$ cat config.mk
export PLATFORM = sky130hd
export DESIGN_NAME = imuq_fifo
export DESIGN_NICKNAME = d
export VERILOG_FILES = /design/src/rtl/imuq_fifo.sv
export SDC_FILE = /design/constraint.sdc
export NUM_CORES = 1
export LEC_CHECK = 0
export BUFFER_PORTS_ARGS = -buffer_cell sky130_fd_sc_hd__buf_4
export CORE_UTILIZATION = 52
export CTS_CLUSTER_DIAMETER = 30
export CTS_CLUSTER_SIZE = 25
export DETAILED_ROUTE_END_ITERATION = 12
export PLACE_DENSITY = 0.79
export SLEW_MARGIN = 25
export SYNTH_ARGS = -nofsm -noshare
export SYNTH_HDL_FRONTEND = slang
export SYNTH_SLANG_ARGS = --single-unit
$ cat constraint.sdc
create_clock -name clk -period 3.3 [get_ports clk]
set_input_delay 0.66 -clock clk [delete_from_list [all_inputs] [get_ports clk]]
set_output_delay 0.66 -clock clk [all_outputs]
set_load 0.02 [all_outputs]
$ cat src/rtl/imuq_fifo.sv
// small synchronous fifo used for the job and result queues
module imuq_fifo #(
  parameter int W     = 8,
  parameter int DEPTH = 2
) (
  input  logic         clk,
  input  logic         rst_n,
  input  logic         push,
  input  logic [W-1:0] din,
  output logic         full,
  input  logic         pop,
  output logic [W-1:0] dout,
  output logic         empty
);
  localparam int PW = (DEPTH > 1) ? $clog2(DEPTH) : 1;
  localparam int CNTW = $clog2(DEPTH + 1);

  logic [W-1:0]    mem_r [DEPTH];
  logic [PW-1:0]   wr_ptr_r, rd_ptr_r;
  logic [CNTW-1:0] cnt_r;
  logic            do_push, do_pop;

  assign full    = (cnt_r == CNTW'(DEPTH));
  assign empty   = (cnt_r == '0);
  assign do_push = push & ~full;
  assign do_pop  = pop & ~empty;
  assign dout    = mem_r[rd_ptr_r];

  always_ff @(posedge clk) begin
    if (!rst_n) begin
      wr_ptr_r <= '0;
      rd_ptr_r <= '0;
      cnt_r    <= '0;
    end else begin
      if (do_push) begin
        wr_ptr_r <= (wr_ptr_r == PW'(DEPTH - 1)) ? '0 : wr_ptr_r + 1'b1;
      end
      if (do_pop) begin
        rd_ptr_r <= (rd_ptr_r == PW'(DEPTH - 1)) ? '0 : rd_ptr_r + 1'b1;
      end
      if (do_push && !do_pop) begin
        cnt_r <= cnt_r + 1'b1;
      end else if (do_pop && !do_push) begin
        cnt_r <= cnt_r - 1'b1;
      end
    end
  end

  always_ff @(posedge clk) begin
    if (do_push) begin
      mem_r[wr_ptr_r] <= din;
    end
  end

endmodule

# After elaboration in Yosys (flattened, before gate mapping)
# Memories as Yosys holds them, arrays and structs flattened. A register that Yosys moved wholly into a read port is not among the register bits.
# Cells that the tools add are included.
# word_totals
wordCells,27
regBits,4
mem_bits_ro,0
latchBits,0
out_inout_bits,10
ram_bits,16
memories,1
in_bits,12
# op_classes
n_reduce_logical,6
n_mul,0
add_sub_neg,4
bitwise,4
n_mux,8
eq_ne,1
n_shift,0
div_mod_pow,0
order_cmp,0
# mem_list
memory,depth,width,read_ports,rd_ports_with_merged_regs,write_ports,line,text
mem_r,2,8,1,1,1,18,logic [W-1:0] mem_r [DEPTH];
# ops
op,count
two-way mux 1 bit,6
two-way mux 2 bit,2
adder 1 bit (second input constant),2
adder 2 x 1 -> 2 bit (second input constant),1
AND 1 bit,2
equality test 2 bit (second input constant),1
logical AND 1 bit,2
logical NOT 1 bit,2
logical NOT 2 bit,1
inverter 1 bit,2
nonzero test 2 bit,1
subtractor 2 x 1 -> 2 bit (second input constant),1

# Logic depth before layout (Yosys ltp)
# logic_depth
word_depth,7
mapped_depth,7
mapped_depth_nobuf,7

# Least setup slack after synthesis
# No wires, ideal clock.
# synth_path
path_type,input to register
from,input port push
to,register cnt_r[1]
path_stages,5
path_buffers,0
required_time_ps,3230
setup_time_ps,70
path_slack_ps,1705
arrival_time_ps,1525
cell_sequence,inv_1 > nor2_1 > ha_1 > or3_1 > a21boi_1
# synth_between
elab_chain_cells,4
# synth_lines
item,line,text
start: declaration,8,"input logic push,"
AND 1 bit *,25,assign do_push = push & ~full;
logical NOT 1 bit,43,end else if (do_pop && !do_push) begin
logical AND 1 bit,43,
nonzero test 2 bit (no source line),-,
end signal: assignment,42,cnt_r <= cnt_r + 1'b1;
end signal: assignment,44,cnt_r <= cnt_r - 1'b1;
end: declaration,20,logic [CNTW-1:0] cnt_r;
# Mark *: on every way between the ends. The rest lies on a longest branch, timed or not.
# A chain may end at the register's enable or synchronous reset.

==> results.md <==
- Final net count: 88
- Yosys cell types: 20
- CTS resizes: 0
- Sequential share of the synthesized area: 71.7%
- Max Fclk: 491 MHz
- Hold path depth: 2
- Worst path required time: 2.64 ns
- RSZ-0062 raised after global routing: false
- Routability Congestion: 0.657
- Power per cell area: 765 nW/um^2
- Clock Sinks: 21
- Worst clock skew: 0.00411 ns
- Min-Delay Path Class: reg -> reg
- Setup TNS Final: 0 ns
- Worst Setup Start Kind: flop
- Largest net degree at the start of global routing: 13
- Routing usage on met2: 27.2%
- Starting DRC count in detailed routing: 13
- CTS max path bufs: 2
- XOR/XNOR share of the synthesized area: 3.25%
- Rows: 13
- Reg2reg end: cnt_r[1]$_SDFFE_PN0P_
- Mapped Area: 810 sq um
- #FFs+latches synth: 21
- Largest cells by area after synthesis: edfxtp_1 59%, dfxtp_1 12%, mux2_2 11%, and2_1 2.3%, xnor2_1 2.2%
- Cell-internal power: 0.000525 W
- P&R area growth vs syn: 24.6%
- Drt pass-1 iters: 4
- # setup viols final: 0
- Area share of and/or/nand/nor cells after synthesis: 6.80%
- Remaining antenna violation count: 0
- Ratio of final minimum period to clock period: 61.7%
- Least-Margin Pin Slew: 0.673 ns
- Cell count after synthesis: 50
- Overall Global Routing Usage: 16.6%
- Rel. slew slack: 54.9%
- Filler cells: 97
- Final WL: 1.16 mm
- Share of cells above drive strength 1: 47.3%
- Final Hold Vio Count: 0
- Ys Warns: 0
- CP max stage delay: 0.53 ns
- Dpl ws: 1.53 ns
- Die W: 41.5 microns
- N_diodes: 0
- Max Cap Viol: 0
- Initial core utilization: 59.2%
- Routed vias: 451
- R2R Path Start: cnt_r[0]$_SDFFE_PN0P_
- Drt wl/cell: 13.0 microns
- Reg2Reg Depth: 6
- Sw frac: 31.9%
- Most Used Layer, Global Route: met2
- Top-area cell type share of the netlist area: 59.4%
- Cell Chain, Critical Path: mux2_2 -> buf_4
- Final Critical Period: 2.04 ns
- Arrival @ worst endpoint: 1.38 ns
- Mux cell area share after synthesis: 11.1%
- Htree depth: 1
- Syn_nets: 63
- Grt ovf: 0
- Die area: 1720 sq um
- Sequential power share: 48.1%
- CTS root buf: clkbuf_4
- Hold_buf cts: 0
- First-pass GRT wire length: 2.18 mm
- Clock Latency Late Sink: 0.30 ns
- Leakage: 0.399 nW
- R2r setup slk: 1.73 ns
- Met1 Usage GRT: 21.4%
- Hold endpoint: cnt_r[1]$_SDFFE_PN0P_
- Port bufs: 21
- Final instance area: 1010 sq um
- Nature of the critical path endpoint: output port
- Die Y: 41.5 microns
- Core ar.: 1370 sq um
- Peak supply drop: 0.549 mV
- DRC: 0
- Dpl cell area: 981 sq um
- Slowest cell on crit path: dfxtp_1
- Post-synth top area cell: edfxtp_1
- CTS tree: yes
- Largest family of logic cells by synthesized area: multiplexers
- Setup Fix Bufs, Post-CTS: 0
- Gate power share: 36.7%
- Total CTS buffers: 3
- Grt met3 use: 5.65%
- Run status: finished clean
- Psw: 0.000246 W
- Initial antenna violation count: 0
- Setup ws final: 1.26 ns
- Clock share of power: 15.2%
- Slew Limit Fails: 0
- Crit Path Category: reg -> out
- Via-per-instance ratio: 5.07
- Synth Area in Adders: 1.55%
- CP max FO: 8
- Hold path start: cnt_r[1]$_SDFFE_PN0P_
- CTS clk-pin slew, worst paths: 0.10 ns
- Complex-gate fraction of the synthesized area: 4.02%
- Post-Syn Area per Cell: 16.2 sq um
- Vias in the first global route: 498
- Top Ports: 22
- Hpwl dp: 899 microns
==> how the worst max path moves through the flow <==
stage | end | cells after the start | slack [ns] | start
after global placement | cnt_r[1]$_SDFFE_PN0P_ | 6 | 1.56 | push
after global routing | dout[5] | 2 | 1.19 | flop
after detailed placement | mem_r[0][3]$_DFFE_PP_ | 3 | 1.53 | push
final | dout[5] | 2 | 1.26 | flop
after CTS | dout[5] | 2 | 1.24 | flop
after floorplan | cnt_r[1]$_SDFFE_PN0P_ | 5 | 1.71 | push
==> area by class of cell <==
cell class	count	area, sq um	area share [%]
clock buffers	3	22.5	2.23
clock inverters	1	5.00	0.496
inverters	2	7.51	0.744
multi-input cells	26	216	21.5
flip-flops and latches	21	581	57.6
well taps	15	18.8	1.86
repair buffers	21	158	15.6
==> synth_stat cells <==
library cell	n
a21boi_0	1
a21boi_1	1
and2_1	3
and3_1	1
buf_2	1
dfxtp_1	5
edfxtp_1	16
ha_1	1
inv_1	1
inv_2	1
mux2_2	8
nand2b_1	1
nor2_1	2
nor3_2	1
o21a_1	1
o21ai_0	1
o21ai_1	1
or3_1	1
xnor2_1	2
xor2_1	1
==> power groups by stage <==
stage	sequential, W	combinational, W	clock (W)
after floorplan	0.000360	0.000202	0
after global placement	0.000377	0.000279	0
after detailed placement	0.000379	0.000286	0
after CTS	0.000373	0.000288	0.000121
after global routing	0.000380	0.000312	0.000131
final	0.000372	0.000283	0.000117
==> critical path: cells and delay by family, from the launching register on <==
| family | cells | cell delay, ns |
|---|---|---|
| muxes | 1 | 0.39 |
| buffers and inverters | 1 | 0.16 |
| DFF | 1 | 0.53 |
==> routing by layer <==
metal | up-vias | wire length, microns
met2 | 14 | 605
met1 | 206 | 500
met5 | - | 0
met4 | 0 | 0
met3 | 0 | 52
li1 | 231 | -
==> state kept, by name, summed over array words and instances, names as in the netlist, named ones only <==
register and flops:
mem_r 16, cnt_r 2, rd_ptr_r 1, wr_ptr_r 1
==> logic make-up (layout without fill, tap and decap cells) <==
family | after synthesis | count (layout)
AO/OA/AOI/OAI | 5 | 5
XOR/XNOR | 3 | 3
adder cells (fa/ha/maj) | 1 | 1
buffers and inverters | 3 | 27
flip-flops | 21 | 21
multiplexers | 8 | 8
AND/OR/NAND/NOR | 9 | 9
==> stage by stage <==
stage	total power, W	cells	utilization (%)	hold slack, ns
after detailed placement	0.000665	85	71.8	0.512
after floorplan	0.000563	50	-	0.483
after global routing	0.000823	89	73.8	0.518
after CTS	0.000782	89	73.8	0.530
final	0.000772	89	73.8	0.526
after global placement	0.000656	85	71.8	0.505
==> placed cells by master (no fill, tap or decap) <==
cell type and count:
ha_1 1, o21ai_0 1, edfxtp_1 16, a21boi_1 1
or3_1 1, clkinv_2 1, and2_1 3, nor2_1 2
a21boi_0 1, buf_4 21, xnor2_1 2, o21ai_1 1
clkbuf_4 3, dfxtp_1 5, nor3_2 1, mux2_2 8
o21a_1 1, inv_1 1, nand2b_1 1, inv_2 1
and3_1 1, xor2_1 1
No activity file was read; power rests on OpenSTA's default activity.
