## src/rtl/imuq_pkg.sv

```systemverilog
// shared types, constants and lookup functions for the imu frame euler unit
package imuq_pkg;

  localparam int MIN_FRAME = 29;
  localparam logic [7:0] HDR_BYTE  = 8'h55;
  localparam logic [7:0] RATE_CODE = 8'h03;
  localparam logic [7:0] QUAT_CODE = 8'h02;

  // cordic input width and angle accumulator width (2^-16 degree)
  localparam int CW = 34;
  localparam int ZW = 26;

  typedef struct packed {
    logic             ok;
    logic             rate_upd;
    logic             quat_upd;
    logic [15:0]      pitch_raw;
    logic [15:0]      yaw_raw;
    logic [3:0][15:0] quat;
  } job_t;

  typedef struct packed {
    logic               header_ok;
    logic signed [14:0] yaw;
    logic signed [13:0] pitch;
    logic signed [14:0] roll;
    logic signed [31:0] yaw_sum;
    logic signed [15:0] pitch_rate;
    logic signed [15:0] yaw_rate;
  } result_t;

  // atan(2^-i) in 2^-16 degree
  function automatic logic signed [ZW-1:0] atan_tab(input logic [4:0] idx);
    logic signed [ZW-1:0] v;
    case (idx)
      5'd0:  v = ZW'(2949120);
      5'd1:  v = ZW'(1740967);
      5'd2:  v = ZW'(919879);
      5'd3:  v = ZW'(466945);
      5'd4:  v = ZW'(234379);
      5'd5:  v = ZW'(117304);
      5'd6:  v = ZW'(58666);
      5'd7:  v = ZW'(29335);
      5'd8:  v = ZW'(14668);
      5'd9:  v = ZW'(7334);
      5'd10: v = ZW'(3667);
      5'd11: v = ZW'(1833);
      5'd12: v = ZW'(917);
      5'd13: v = ZW'(458);
      5'd14: v = ZW'(229);
      5'd15: v = ZW'(115);
      5'd16: v = ZW'(57);
      5'd17: v = ZW'(29);
      5'd18: v = ZW'(14);
      5'd19: v = ZW'(7);
      5'd20: v = ZW'(4);
      5'd21: v = ZW'(2);
      5'd22: v = ZW'(1);
      default: v = '0;
    endcase
    return v;
  endfunction

  // -raw * 125/128, rounded half away from zero
  function automatic logic signed [15:0] rate_of(input logic [15:0] raw);
    logic signed [23:0] n;
    logic [22:0]        mag;
    logic [15:0]        m;
    n   = -(24'(signed'(raw)) * 24'sd125);
    mag = n[23] ? 23'(-n) : n[22:0];
    m   = 16'((mag + 23'd64) >> 7);
    return n[23] ? -signed'(m) : signed'(m);
  endfunction

endpackage

```

## src/rtl/imuq_front.sv

```systemverilog
// byte capture, frame length and header check, job building
module imuq_front #(
  parameter int FRAME_BYTES = 32
) (
  input  logic          clk,
  input  logic          rst_n,
  input  logic          in_push,
  input  logic [7:0]    in_frame_byte,
  input  logic          in_end_of_frame,
  output logic          in_full,
  input  logic          jq_full,
  output logic          jq_push,
  output imuq_pkg::job_t jq_data
);
  import imuq_pkg::*;

  localparam int CNT_W = $clog2(FRAME_BYTES + 1);

  logic [CNT_W-1:0] cnt_r, cnt_nxt, cnt_inc;
  logic [7:0]       cap_r   [MIN_FRAME];
  logic [7:0]       cap_nxt [MIN_FRAME];
  logic             accept;

  assign accept  = in_push & ~jq_full;
  assign in_full = jq_full;
  assign jq_push = accept & in_end_of_frame;
  assign cnt_inc = (cnt_r < CNT_W'(FRAME_BYTES)) ? cnt_r + 1'b1 : cnt_r;

  always_comb begin
    cap_nxt = cap_r;
    if (accept && cnt_r < CNT_W'(MIN_FRAME)) begin
      cap_nxt[cnt_r[4:0]] = in_frame_byte;
    end
    cnt_nxt = cnt_r;
    if (accept) begin
      cnt_nxt = in_end_of_frame ? '0 : cnt_inc;
    end
  end

  // job fields see the byte arriving in this cycle
  always_comb begin
    jq_data.ok = (cnt_inc >= CNT_W'(MIN_FRAME)) && (cap_nxt[0] == HDR_BYTE) &&
                 (cap_nxt[1] == HDR_BYTE);
    jq_data.rate_upd  = (cap_nxt[15] == RATE_CODE);
    jq_data.quat_upd  = (cap_nxt[2] == QUAT_CODE);
    jq_data.pitch_raw = {cap_nxt[26], cap_nxt[25]};
    jq_data.yaw_raw   = {cap_nxt[28], cap_nxt[27]};
    for (int j = 0; j < 4; j++) begin
      jq_data.quat[j] = {cap_nxt[5 + 2 * j], cap_nxt[4 + 2 * j]};
    end
  end

  always_ff @(posedge clk) begin
    if (!rst_n) begin
      cnt_r <= '0;
    end else begin
      cnt_r <= cnt_nxt;
    end
  end

  always_ff @(posedge clk) begin
    cap_r <= cap_nxt;
  end

endmodule

```

## config.mk

```make
export PLATFORM = sky130hd
export DESIGN_NAME = imuq_front
export DESIGN_NICKNAME = d
export VERILOG_FILES = /design/src/rtl/imuq_pkg.sv /design/src/rtl/imuq_front.sv
export SDC_FILE = /design/constraint.sdc
export NUM_CORES = 1
export LEC_CHECK = 0
export ABC_AREA = 1
export BUFFER_PORTS_ARGS = -buffer_cell sky130_fd_sc_hd__buf_2
export CAP_MARGIN = 25
export CORE_MARGIN = 4
export CORE_UTILIZATION = 40
export CTS_CLUSTER_DIAMETER = 50
export DETAILED_ROUTE_END_ITERATION = 8
export PLACE_DENSITY = 0.71
export SLEW_MARGIN = 10
export SYNTH_ARGS = -nofsm -noshare
export SYNTH_HDL_FRONTEND = slang
export SYNTH_SLANG_ARGS = --single-unit
export TNS_END_PERCENT = 30
```

## constraint.sdc

```tcl
create_clock -name clk -period 2.8 [get_ports clk]
set_input_delay 0.42 -clock clk [delete_from_list [all_inputs] [get_ports clk]]
set_output_delay 0.42 -clock clk [all_outputs]
set_load 0.02 [all_outputs]
```

== Yosys cells after proc, flatten, opt, wreduce, memory -nomap -nowiden ==
Cells that the tools add are included.

* Bits in registers: 238
* Logic and storage cells: 54
* Bits of input ports: 13
* Output and inout bits: 101

* Mux-type cells: 6
* Order comparisons: 5
* Equality and inequality tests: 4
* $add $sub $neg: 1
* Reductions and logical operators: 4
* Bitwise operators: 4

{| class="wikitable"
|+ Operator list
! cell !! number
|-
| bitwise mux 232 bit || 1
|-
| two-way mux 232 bit || 1
|-
| demux 8 bit (select 5 bit) || 1
|-
| == test 8 x 2 -> 1 bit (second input constant) || 2
|-
| == test 8 x 7 -> 1 bit (second input constant) || 2
|-
| two-way mux 6 bit || 2
|-
| two-way mux 8 bit || 1
|-
| adder 6 x 1 -> 6 bit (second input constant) || 1
|-
| >= comparator 6 x 5 -> 1 bit (second input constant) || 1
|-
| >= comparator 6 bit (second input constant) || 1
|-
| < comparator 6 x 1 -> 1 bit (second input constant) || 1
|-
| < comparator 6 x 5 -> 1 bit (second input constant) || 1
|-
| < comparator 6 bit (second input constant) || 1
|-
| inverter 5 -> 6 bit || 1
|-
| logical AND 1 bit || 4
|-
| bitwise AND 1 bit || 2
|-
| inverter 1 bit || 1
|}

== Logic depth before layout (Yosys ltp) ==
Gate-level depths: netlist of run 1.

* Depth in word-level cells: 10
* Mapped depth: 13
* Depth with buffers taken out: 12

== Least setup slack after synthesis of run 1 ==
No wires, ideal clock.

* Kind: reg2out
* From: register cnt_r[0]
* To: output port jq_data[98] (netlist bit)
* Required time: 2.380 ns
* Slack: 0.601 ns
* Stages on the path, launching flop included: 13
* Arrival time: 1.779 ns
* Cells stage by stage: dfxtp_1 -> inv_1 -> ha_1 -> inv_1 -> nand2_4 -> nand2_8 -> buf_6 -> nor2_2 -> nand2_2 -> nand2_2 -> nor2_1 -> nand3_1 -> nor2_1

{| class="wikitable"
|+ RTL lines
! item !! line !! text
|-
| start, declared || imuq_front.sv:19 || <nowiki>logic [CNT_W-1:0] cnt_r, cnt_nxt, cnt_inc;</nowiki>
|-
| start signal, assigned || imuq_front.sv:57 || <nowiki>cnt_r <= cnt_nxt;</nowiki>
|-
| end, declared || imuq_front.sv:13 || <nowiki>output imuq_pkg::job_t jq_data</nowiki>
|}

==> results of run 1 <==
critical path, cell delays in order (launching register included):
cell and delay (ns):
dfxtp_2 0.36, inv_2 0.10, ha_2 0.27, inv_1 0.12, nor2_4 0.17, buf_4 0.16
nand3_1 0.07, nand2_1 0.10, nand2_1 0.06, nor2_1 0.09, nand2_1 0.05, nor2_1 0.11
buf_2 0.17
sequential cells by signal, indices dropped and copies added (netlist names):
register / flops
cap_r: 128
cnt_r: 6
worst min-delay path by stage:
| stage | startpoint | to | slack (ns) |
|---|---|---|---|
| 3_3_place_gp | cap_r[218]$_DFF_P_ | cap_r[218]$_DFF_P_ | 0.43 |
| 5_1_grt | in_frame_byte[7] | cap_r[223]$_DFF_P_ | 0.27 |
| 4_1_cts | in_frame_byte[3] | cap_r[211]$_DFF_P_ | 0.23 |
| 6_report | in_frame_byte[3] | cap_r[211]$_DFF_P_ | 0.25 |
| 3_5_place_dp | cap_r[216]$_DFF_P_ | cap_r[216]$_DFF_P_ | 0.43 |
| 2_1_floorplan | cap_r[230]$_DFF_P_ | cap_r[230]$_DFF_P_ | 0.42 |
cell usage in the layout (no fill, tap or decap), drive strengths merged, types with 3 or more instances in the layout:
cell type  netlist  final
nor2            76     77
a21oi           46     46
inv             42     52
nor3             3      3
nand2          195    195
o21ai           72     72
buf            111    130
dfxtp          134    134
nand3           22     22
clkbuf          12     17
ha               5      5
cell usage after synthesis, types with 2 or more instances:
library cell	count	area, sq um
a21oi_1	46	230
inv_1	35	131
ha_1	5	62.6
o21ai_0	61	305
nor3_4	3	48.8
dfxtp_1	134	2680
nand3_2	3	30.0
nor2_4	7	78.8
nor2_1	62	233
nand3_1	18	90.1
inv_2	7	26.3
o21ai_1	11	55.1
nor2_2	7	43.8
buf_2	7	35.0
nand2_2	14	87.6
buf_4	100	751
nand2_1	178	668
nand2_4	2	22.5
clkbuf_1	12	45.0
buf_6	4	45.0
final cells by class:
class | instances | area share, %
flip-flops and latches | 134 | 41.1
clock inverters | 15 | 2.78
clock buffers | 17 | 6.51
inverters | 42 | 2.45
repair buffers | 130 | 11.4
well taps | 180 | 3.44
multi-input cells | 424 | 32.3
cells by family (layout without fill, tap and decap cells):
kind of cell / Yosys count / after routing / synth area share, %
buffers and inverters: 165 / 204 / 18.0
AO/OA/AOI/OAI: 121 / 121 / 10.7
AND/OR/NAND/NOR: 297 / 298 / 23.5
adder cells (fa/ha/maj): 5 / 5 / 1.09
flip-flops: 134 / 134 / 46.7
layer usage:
layer	share of wire (%)	global-route usage [%]
met3	5.3	4.04
met1	46	20.9
met2	47	26.6
met5	0	0
met4	1.7	7.49
repair_timing:
item                       CTS  global route
setup endpoints to repair   58            87
resized for setup           20            21
pin swaps                    0             8
setup buffers                0             6
cloned                       0             1
hold buffers                 0             0
metrics by stage:
stage / util, % / worst slack [ns]
floorplan: - / 0.601
global placement: 41.0 / 0.255
detailed placement: 41.0 / 0.261
CTS: 45.6 / -0.0593
global route: 46.7 / -0.0282
finish: 46.7 / 0.125
power groups by stage:
stage                     sequential, W  clock (W)  combinational [W]
after floorplan                 0.00202          0           0.000163
after global placement          0.00202          0           0.000234
after detailed placement        0.00203          0           0.000239
after CTS                       0.00198    0.00233           0.000243
after global routing            0.00199    0.00242           0.000285
final                           0.00199    0.00230           0.000257
==> impl_metrics.py, run 1 <==
metrics = {
    "power_and_ir_drop": {
        "p_int_w": 0.00340,
        "seqPwrFrac_pct": 43.7,
        "p_clk_share_pct": 50.6,
        "peakVddDrop_v": 0.000490,
        "p_sw_share_pct": 25.0,
        "p_per_area_mw_per_mm2": 695,
        "leakagePower_nw": 3.09,
        "combPwrFrac_pct": 5.7,
        "p_sw_w": 0.00114,
        "total_power_w": 0.00454,
    },
    "grt": {
        "grt_pass1_vias": 3991,
        "antenna_found_initial": 0,
        "grt_first_pass_wirelength_um": 20800,
        "grt_max_degree": 17,
        "track_usage_pct": 16.5,
        "grt_overflow": 0,
    },
    "placement": {
        "dp_hpwl_um": 9320,
        "numPortBuffers": 113,
        "place_inst": 903,
        "routabilityCongestion": 0.793,
        "dpl_cell_area_sq_mm": 0.00574,
    },
    "timing": {
        "max_freq_ghz": 0.374,
        "tightest_slew_ns": 0.370,
        "finalSetupTns_ns": 0,
        "relSlewSlack_pct": 75.3,
        "fin_crit_sh_pct": 95.5,
        "hold_viol_final": 0,
        "whs_ns": 0.246,
        "drv_slew": 0,
        "fin_skew_ns": 0.0105,
        "period_needed_ns": 2.67,
        "rsz0062_at_grt": "yes",
        "setup_viol": 0,
    },
    "setup_path": {
        "worstSetupStartpoint": "cnt_r[1]$_SDFFE_PN0N_",
        "crit_end": "jq_data[98]",
        "worstSetupEndpointType": "output pin",
        "rr_endpoint": "cap_r[21]$_DFF_P_",
        "startpoint_type": "register",
        "critPathKind": "reg2out",
        "ff2ff_setup_slack_ns": 1.10,
        "arrival_ns": 2.25,
        "rr_worst_depth": 7,
        "reg2reg_from": "cnt_r[5]$_SDFFE_PN0N_",
        "critPathMaxFanout": 7,
        "crit_required_ns": 2.38,
    },
    "clock_tree": {
        "clock_latency_ns": 0.42,
        "htree_levels": 4,
        "cts_buffer_depth": 2,
        "numCtsBuffers": 17,
        "cts_sinks": 134,
        "cts_tree": "done",
        "root_buffer": "clkbuf_16",
        "clkTransAtPathRegs_ns": 0.06,
    },
    "run": {
        "cap_violations": 0,
    },
    "floorplan": {
        "dieWidth_um": 128,
        "die_y_um": 128,
        "dieArea_sq_mm": 0.0163,
        "initial_core_util_pct": 41.0,
        "core_sq_mm": 0.0140,
        "ioPinCount": 114,
        "rows": 43,
    },
    "layout": {
        "multi_input_area_sq_mm": 0.00211,
        "drive_gt1_share_pct": 29.9,
        "nFillCells": 1376,
        "layout.cells.non_filler": 942,
        "design_area_sq_mm": 0.00654,
        "final_nets": 767,
        "seq_area_sq_mm": 0.00269,
        "diodes": 0,
        "syn_to_final_growth_pct": 13.9,
    },
    "yosys": {
        "synth_async_sr_flop_share_pct": 0,
        "ys_types": 26,
        "synth_ff_type": "dfxtp_1",
        "synth-seq-area-share_pct": 46.7,
        "synth_edf_count": 0,
        "netlist_area_sq_mm": 0.00574,
        "yosys_warnings": 0,
        "syn_nets": 740,
        "synth_seq_cells": 134,
        "syn-instance-count": 722,
        "syn_area_per_cell_sq_um": 7.95,
    },
    "outcome": {
        "status": "completed",
    },
    "drt": {
        "drc": 0,
        "ant_nets": 0,
        "avgViaCountPerCell": 4.56,
        "wl_per_cell_um": 14.4,
        "finalWirelength_um": 13600,
        "drtPass1Iterations": 4,
        "drtIter0Drc": 278,
        "vias": 4291,
    },
    "hold_path": {
        "holdPathStages": 3,
        "hp-class": "in2reg",
    },
}
Note: power is estimated with default switching activity, not from simulation.
==> inputs of run 2 (changes only) <==
CORE_UTILIZATION = 28   (was 40)
PLACE_DENSITY = 0.56   (was 0.71)
==> impl_metrics.py, run 2 (same netlist as run 1, synthesis figures left out) <==
metrics = {
    "clock_tree": {
        "cts_buffer_depth": 2,
        "htree_levels": 4,
        "clkTransAtPathRegs_ns": 0.06,
        "numCtsBuffers": 17,
        "clock_latency_ns": 0.42,
        "cts_sinks": 134,
        "cts_tree": "done",
        "root_buffer": "clkbuf_16",
    },
    "grt": {
        "use_met1_pct": 16.1,
        "grt_overflow": 0,
        "antenna_found_initial": 0,
        "use_met3_pct": 3.74,
        "track_usage_pct": 12.8,
        "top_usage_layer": "met2",
        "grt_pass1_vias": 4003,
        "grtUsageMet2_pct": 21.2,
        "grt_max_degree": 17,
        "grt_first_pass_wirelength_um": 21900,
    },
    "outcome": {
        "status": "completed",
    },
    "hold_path": {
        "holdCritStartpoint": "in_frame_byte[3]",
        "hp-class": "in2reg",
    },
    "layout": {
        "layout.cells.non_filler": 1033,
        "diodes": 0,
        "final_nets": 768,
        "final_cell_mix": "172 x nand2_1, 129 x dfxtp_1, 112 x buf_2",
        "largest_reg_flops": 128,
        "layout_commonest_cell": "nand2_1",
        "drive_gt1_share_pct": 29.9,
        "multi_input_area_sq_mm": 0.00211,
        "seq_area_sq_mm": 0.00269,
        "top_regs": "cap_r (128), cnt_r (6)",
        "top_register": "cap_r",
        "nFillCells": 2157,
        "syn_to_final_growth_pct": 16.4,
    },
    "timing": {
        "finalSetupTns_ns": 0,
        "fin_crit_sh_pct": 95.7,
        "tightest_slew_ns": 0.523,
        "fin_skew_ns": 0.00898,
        "drv_slew": 0,
        "rsz0062_at_grt": "yes",
        "period_needed_ns": 2.68,
        "relSlewSlack_pct": 65.1,
        "max_freq_ghz": 0.373,
        "hold_viol_final": 0,
        "setup_viol": 0,
        "whs_ns": 0.233,
    },
    "floorplan": {
        "initial_core_util_pct": 28.5,
        "core_sq_mm": 0.0202,
        "dieArea_sq_mm": 0.0229,
        "ioPinCount": 114,
        "die_y_um": 151,
        "dieWidth_um": 151,
        "rows": 52,
    },
    "drt": {
        "avgViaCountPerCell": 4.10,
        "wl_per_cell_um": 14.1,
        "ant_nets": 0,
        "drc": 0,
        "vias": 4233,
        "drtIter0Drc": 228,
        "drtPass1Iterations": 4,
        "finalWirelength_um": 14600,
    },
    "setup_path": {
        "reg2reg_from": "cnt_r[5]$_SDFFE_PN0N_",
        "ff2ff_setup_slack_ns": 1.14,
        "critical_path.top_delay_family": "simple AND/OR/NAND/NOR gates",
        "arrival_ns": 2.26,
        "path_cells": "inv_2 > ha_2 > inv_1 > nor2_4 > nand3_4 > nand2_1 > o21ai_1 > nor2_1 > nand3_1 > nor2_1 > buf_2",
        "startpoint_type": "register",
        "cp_slowest_cell": "dfxtp_2",
        "worstSetupEndpointType": "output pin",
        "critPathKind": "reg2out",
        "crit_buf_inv": 3,
        "worstSetupStartpoint": "cnt_r[1]$_SDFFE_PN0N_",
        "path_common_cell": "nor2_1",
        "slowest_delay_ns": 0.36,
        "crit_required_ns": 2.38,
        "critPathMaxFanout": 9,
    },
    "placement": {
        "routabilityCongestion": 0.776,
        "place_inst": 995,
        "numPortBuffers": 113,
        "dp_hpwl_um": 10500,
    },
    "power_and_ir_drop": {
        "p_clk_share_pct": 51.2,
        "p_sw_share_pct": 24.2,
        "p_per_area_mw_per_mm2": 686,
        "leakagePower_nw": 3.13,
        "peakVddDrop_v": 0.000348,
        "p_sw_w": 0.00111,
        "p_int_w": 0.00347,
        "combPwrFrac_pct": 5.5,
        "seqPwrFrac_pct": 43.2,
    },
    "run": {
        "cap_violations": 0,
    },
}
==> run 2: cell count changes in the layout (fill, tap and decap cells not counted), moves of 3 or more <==
cell,previous run,this run
o21ai_1,19,15
o21ai_0,53,57
buf_4,19,16
buf_2,108,112
nand2_4,2,5
==> run 2: power by group through the flow <==
| stage | sequential [W] | combinational (W) | clock [W] |
|---|---|---|---|
| floorplan | 0.00202 | 0.000163 | 0 |
| global route | 0.00199 | 0.000288 | 0.00248 |
| finish | 0.00198 | 0.000254 | 0.00235 |
| detailed placement | 0.00203 | 0.000242 | 0 |
| global placement | 0.00202 | 0.000240 | 0 |
| CTS | 0.00198 | 0.000249 | 0.00240 |
==> run 2: area by class of cell <==
| cell class | count | area share [%] |
|---|---|---|
| clock buffers | 17 | 6.37 |
| clock inverters | 15 | 2.88 |
| inverters | 42 | 2.40 |
| multi-input cells | 423 | 31.6 |
| flip-flops and latches | 134 | 40.3 |
| well taps | 270 | 5.06 |
| repair buffers | 132 | 11.4 |
==> run 2: worst min-delay path: cells and delay by family <==
| kind | cells | cell delay (ns) |
|---|---|---|
| buffers and inverters | 1 | 0.09 |
| AND/OR/NAND/NOR | 2 | 0.11 |
==> run 2: path summary, 6_finish.rpt <==
check	endpoint	cells past startpoint
max	jq_data[98]	11
min	cap_r[211]$_DFF_P_	3
min reg2reg	cap_r[220]$_DFF_P_	2
max reg2reg	cap_r[173]$_DFF_P_	8
==> run 2: routing by layer <==
metal,wire length [um],part of all wire [%],vias up
li1,-,-,2247
met1,6730,46,1878
met2,6960,48,94
met3,708,4.9,14
met4,175,1.2,0
met5,0,0,-
==> run 2: through the flow <==
step	area [sq um]	power (W)	util [%]	setup slack [ns]
after detailed placement	5870	0.00227	29.1	0.244
after global placement	5870	0.00227	29.1	0.320
after floorplan	5740	0.00218	-	0.601
final	6680	0.00459	33.1	0.119
after CTS	6520	0.00464	32.3	-0.0361
after global routing	6680	0.00476	33.1	-0.0576
==> run 2: timing repair <==
item	CTS	global route
resized for setup	13	23
hold buffers	0	0
pin swaps	0	7
setup buffers	0	6
endpoints found under the setup margin	37	82
==> inputs of run 3 (changes only) <==
PLACE_DENSITY = 0.58   (was 0.56)
clock period = 2.4 ns   (was 2.8 ns; I/O delays follow)
==> impl_metrics.py, run 3 (same netlist as run 1, synthesis figures left out) <==
metrics = {
    "power_and_ir_drop": {
        "peakVddDrop_v": 0.000481,
        "seqPwrFrac_pct": 43.4,
        "p_sw_share_pct": 24.9,
        "p_sw_w": 0.00133,
        "p_per_area_mw_per_mm2": 685,
        "p_int_w": 0.00400,
        "leakagePower_nw": 3.41,
        "combPwrFrac_pct": 6.5,
        "p_clk_share_pct": 50.1,
    },
    "clock_tree": {
        "cts_hold_buf": 0,
        "clock_latency_ns": 0.42,
        "numCtsBuffers": 17,
        "clkTransAtPathRegs_ns": 0.07,
        "cts_buffer_depth": 2,
        "root_buffer": "clkbuf_16",
        "cts_tree": "done",
        "cts_sinks": 134,
        "htree_levels": 4,
    },
    "placement": {
        "dp_hpwl_um": 10400,
        "numPortBuffers": 113,
        "routabilityCongestion": 0.814,
        "preCtsSetupSlack_ns": 0.100,
    },
    "setup_path": {
        "critical_path.top_delay_family": "simple AND/OR/NAND/NOR gates",
        "worstSetupEndpointType": "output pin",
        "startpoint_type": "register",
        "path_cells": "inv_4 > nand3_4 > buf_4 > nor2_4 > nand2_1 > o21ai_2 > nand2_1 > nor2_2 > nand3_1 > nor2_1 > buf_4",
        "arrival_ns": 2.09,
        "crit_required_ns": 2.04,
        "critPathKind": "reg2out",
        "slowest_delay_ns": 0.35,
        "cp_slowest_cell": "dfxtp_4",
        "critPathMaxFanout": 7,
        "crit_buf_inv": 3,
    },
    "layout": {
        "top_register": "cap_r",
        "syn_to_final_growth_pct": 35.6,
        "diodes": 0,
        "largest_reg_flops": 128,
        "drive_gt1_share_pct": 44.3,
        "final_nets": 807,
        "final_cell_mix": "166 x nand2_1, 128 x dfxtp_1, 83 x buf_4",
        "layout_commonest_cell": "nand2_1",
        "top_regs": "cap_r (128), cnt_r (6)",
    },
    "timing": {
        "fin_skew_ns": 0.0104,
        "drv_slew": 0,
        "setup_viol": 13,
        "hold_viol_final": 0,
        "whs_ns": 0.161,
        "max_freq_ghz": 0.408,
        "rsz0062_at_grt": "yes",
        "finalSetupTns_ns": -0.195,
        "tightest_slew_ns": 0.426,
        "period_needed_ns": 2.45,
        "worst_slack_ns": -0.0496,
        "fin_crit_sh_pct": 102,
        "relSlewSlack_pct": 71.5,
    },
    "drt": {
        "wl_per_cell_um": 14.8,
        "drtIter0Drc": 206,
        "drc": 0,
        "avgViaCountPerCell": 4.26,
        "vias": 4570,
        "finalWirelength_um": 15900,
        "drtPass1Iterations": 4,
        "ant_nets": 0,
    },
    "grt": {
        "grt_first_pass_wirelength_um": 23400,
        "grt_pass1_vias": 4352,
        "use_met1_pct": 17.1,
        "track_usage_pct": 13.5,
        "grtUsageMet2_pct": 22.2,
        "use_met3_pct": 3.53,
        "antenna_found_initial": 0,
        "top_usage_layer": "met2",
        "grt_max_degree": 17,
        "grt_overflow": 0,
    },
    "floorplan": {
        "core_sq_mm": 0.0202,
        "dieWidth_um": 151,
        "ioPinCount": 114,
        "rows": 52,
        "die_y_um": 151,
        "initial_core_util_pct": 28.5,
        "dieArea_sq_mm": 0.0229,
    },
    "outcome": {
        "failed_checks": "negative setup slack",
        "status": "complete, but fails checks",
    },
    "hold_path": {
        "hp-class": "in2reg",
    },
    "run": {
        "cap_violations": 0,
    },
}
run 3: changes by cell type in the layout (fill, tap and decap cells not counted), sizes merged:
cell,change
buf,+37
bufinv,-1
clkbuf,+1
clkinv,-2
inv,+2
nand3,+1
nor2,+1
run 3: layer usage:
metal / wire length (um) / share of wire, %
met1: 7100 / 45
met2: 7780 / 49
met3: 732 / 4.6
met4: 268 / 1.7
met5: 0 / 0
run 3: power groups by stage:
stage	combinational [W]	sequential [W]	clock [W]
floorplan	0.000190	0.00236	0
global placement	0.000287	0.00236	0
detailed placement	0.000289	0.00236	0
CTS	0.000318	0.00231	0.00273
global route	0.000385	0.00232	0.00284
finish	0.000347	0.00231	0.00267
run 3: cell type report:
| cell class | instances | area, sq um |
|---|---|---|
| inverters | 42 | 173 |
| multi-input cells | 425 | 2520 |
| clock buffers | 18 | 439 |
| well taps | 270 | 338 |
| fillers | 2068 | 12400 |
| clock inverters | 14 | 164 |
| flip-flops and latches | 134 | 2700 |
| repair buffers | 169 | 1450 |
run 3: tightest hold or removal path, delay by kind of cell:
family                 cells  cell delay (ns)
and+or+nand+nor            2             0.10
buffers and inverters      1             0.08
run 3: repair_timing:
item | 4_1_cts | 5_1_grt
endpoints found under the setup margin | 99 | 99
cloned | 1 | 2
resized for setup | 122 | 210
pin swaps | 21 | 19
setup buffers | 13 | 16
run 3: path summary, 6_finish.rpt:
check | depth (start not counted) | start | end | slack, ns
hold / removal | 3 | in_frame_byte[3] | cap_r[211]$_DFF_P_ | 0.16
setup reg to reg | 9 | cnt_r[5]$_SDFFE_PN0N_ | cap_r[179]$_DFF_P_ | 0.71
setup / recovery | 11 | cnt_r[5]$_SDFFE_PN0N_ | jq_data[98] | -0.05
hold reg to reg | 2 | cap_r[161]$_DFF_P_ | cap_r[161]$_DFF_P_ | 0.45
run 3: metrics by stage:
| stage | total power (W) | util, % | std cells | cell area (sq um) |
|---|---|---|---|---|
| final | 0.00533 | 38.6 | 1072 | 7780 |
| after global routing | 0.00554 | 38.6 | 1072 | 7780 |
| after CTS | 0.00536 | 34.9 | 1054 | 7030 |
| after detailed placement | 0.00265 | 29.7 | 1008 | 5990 |
| after global placement | 0.00265 | 29.7 | 1008 | 5990 |
| after floorplan | 0.00255 | - | 722 | 5740 |
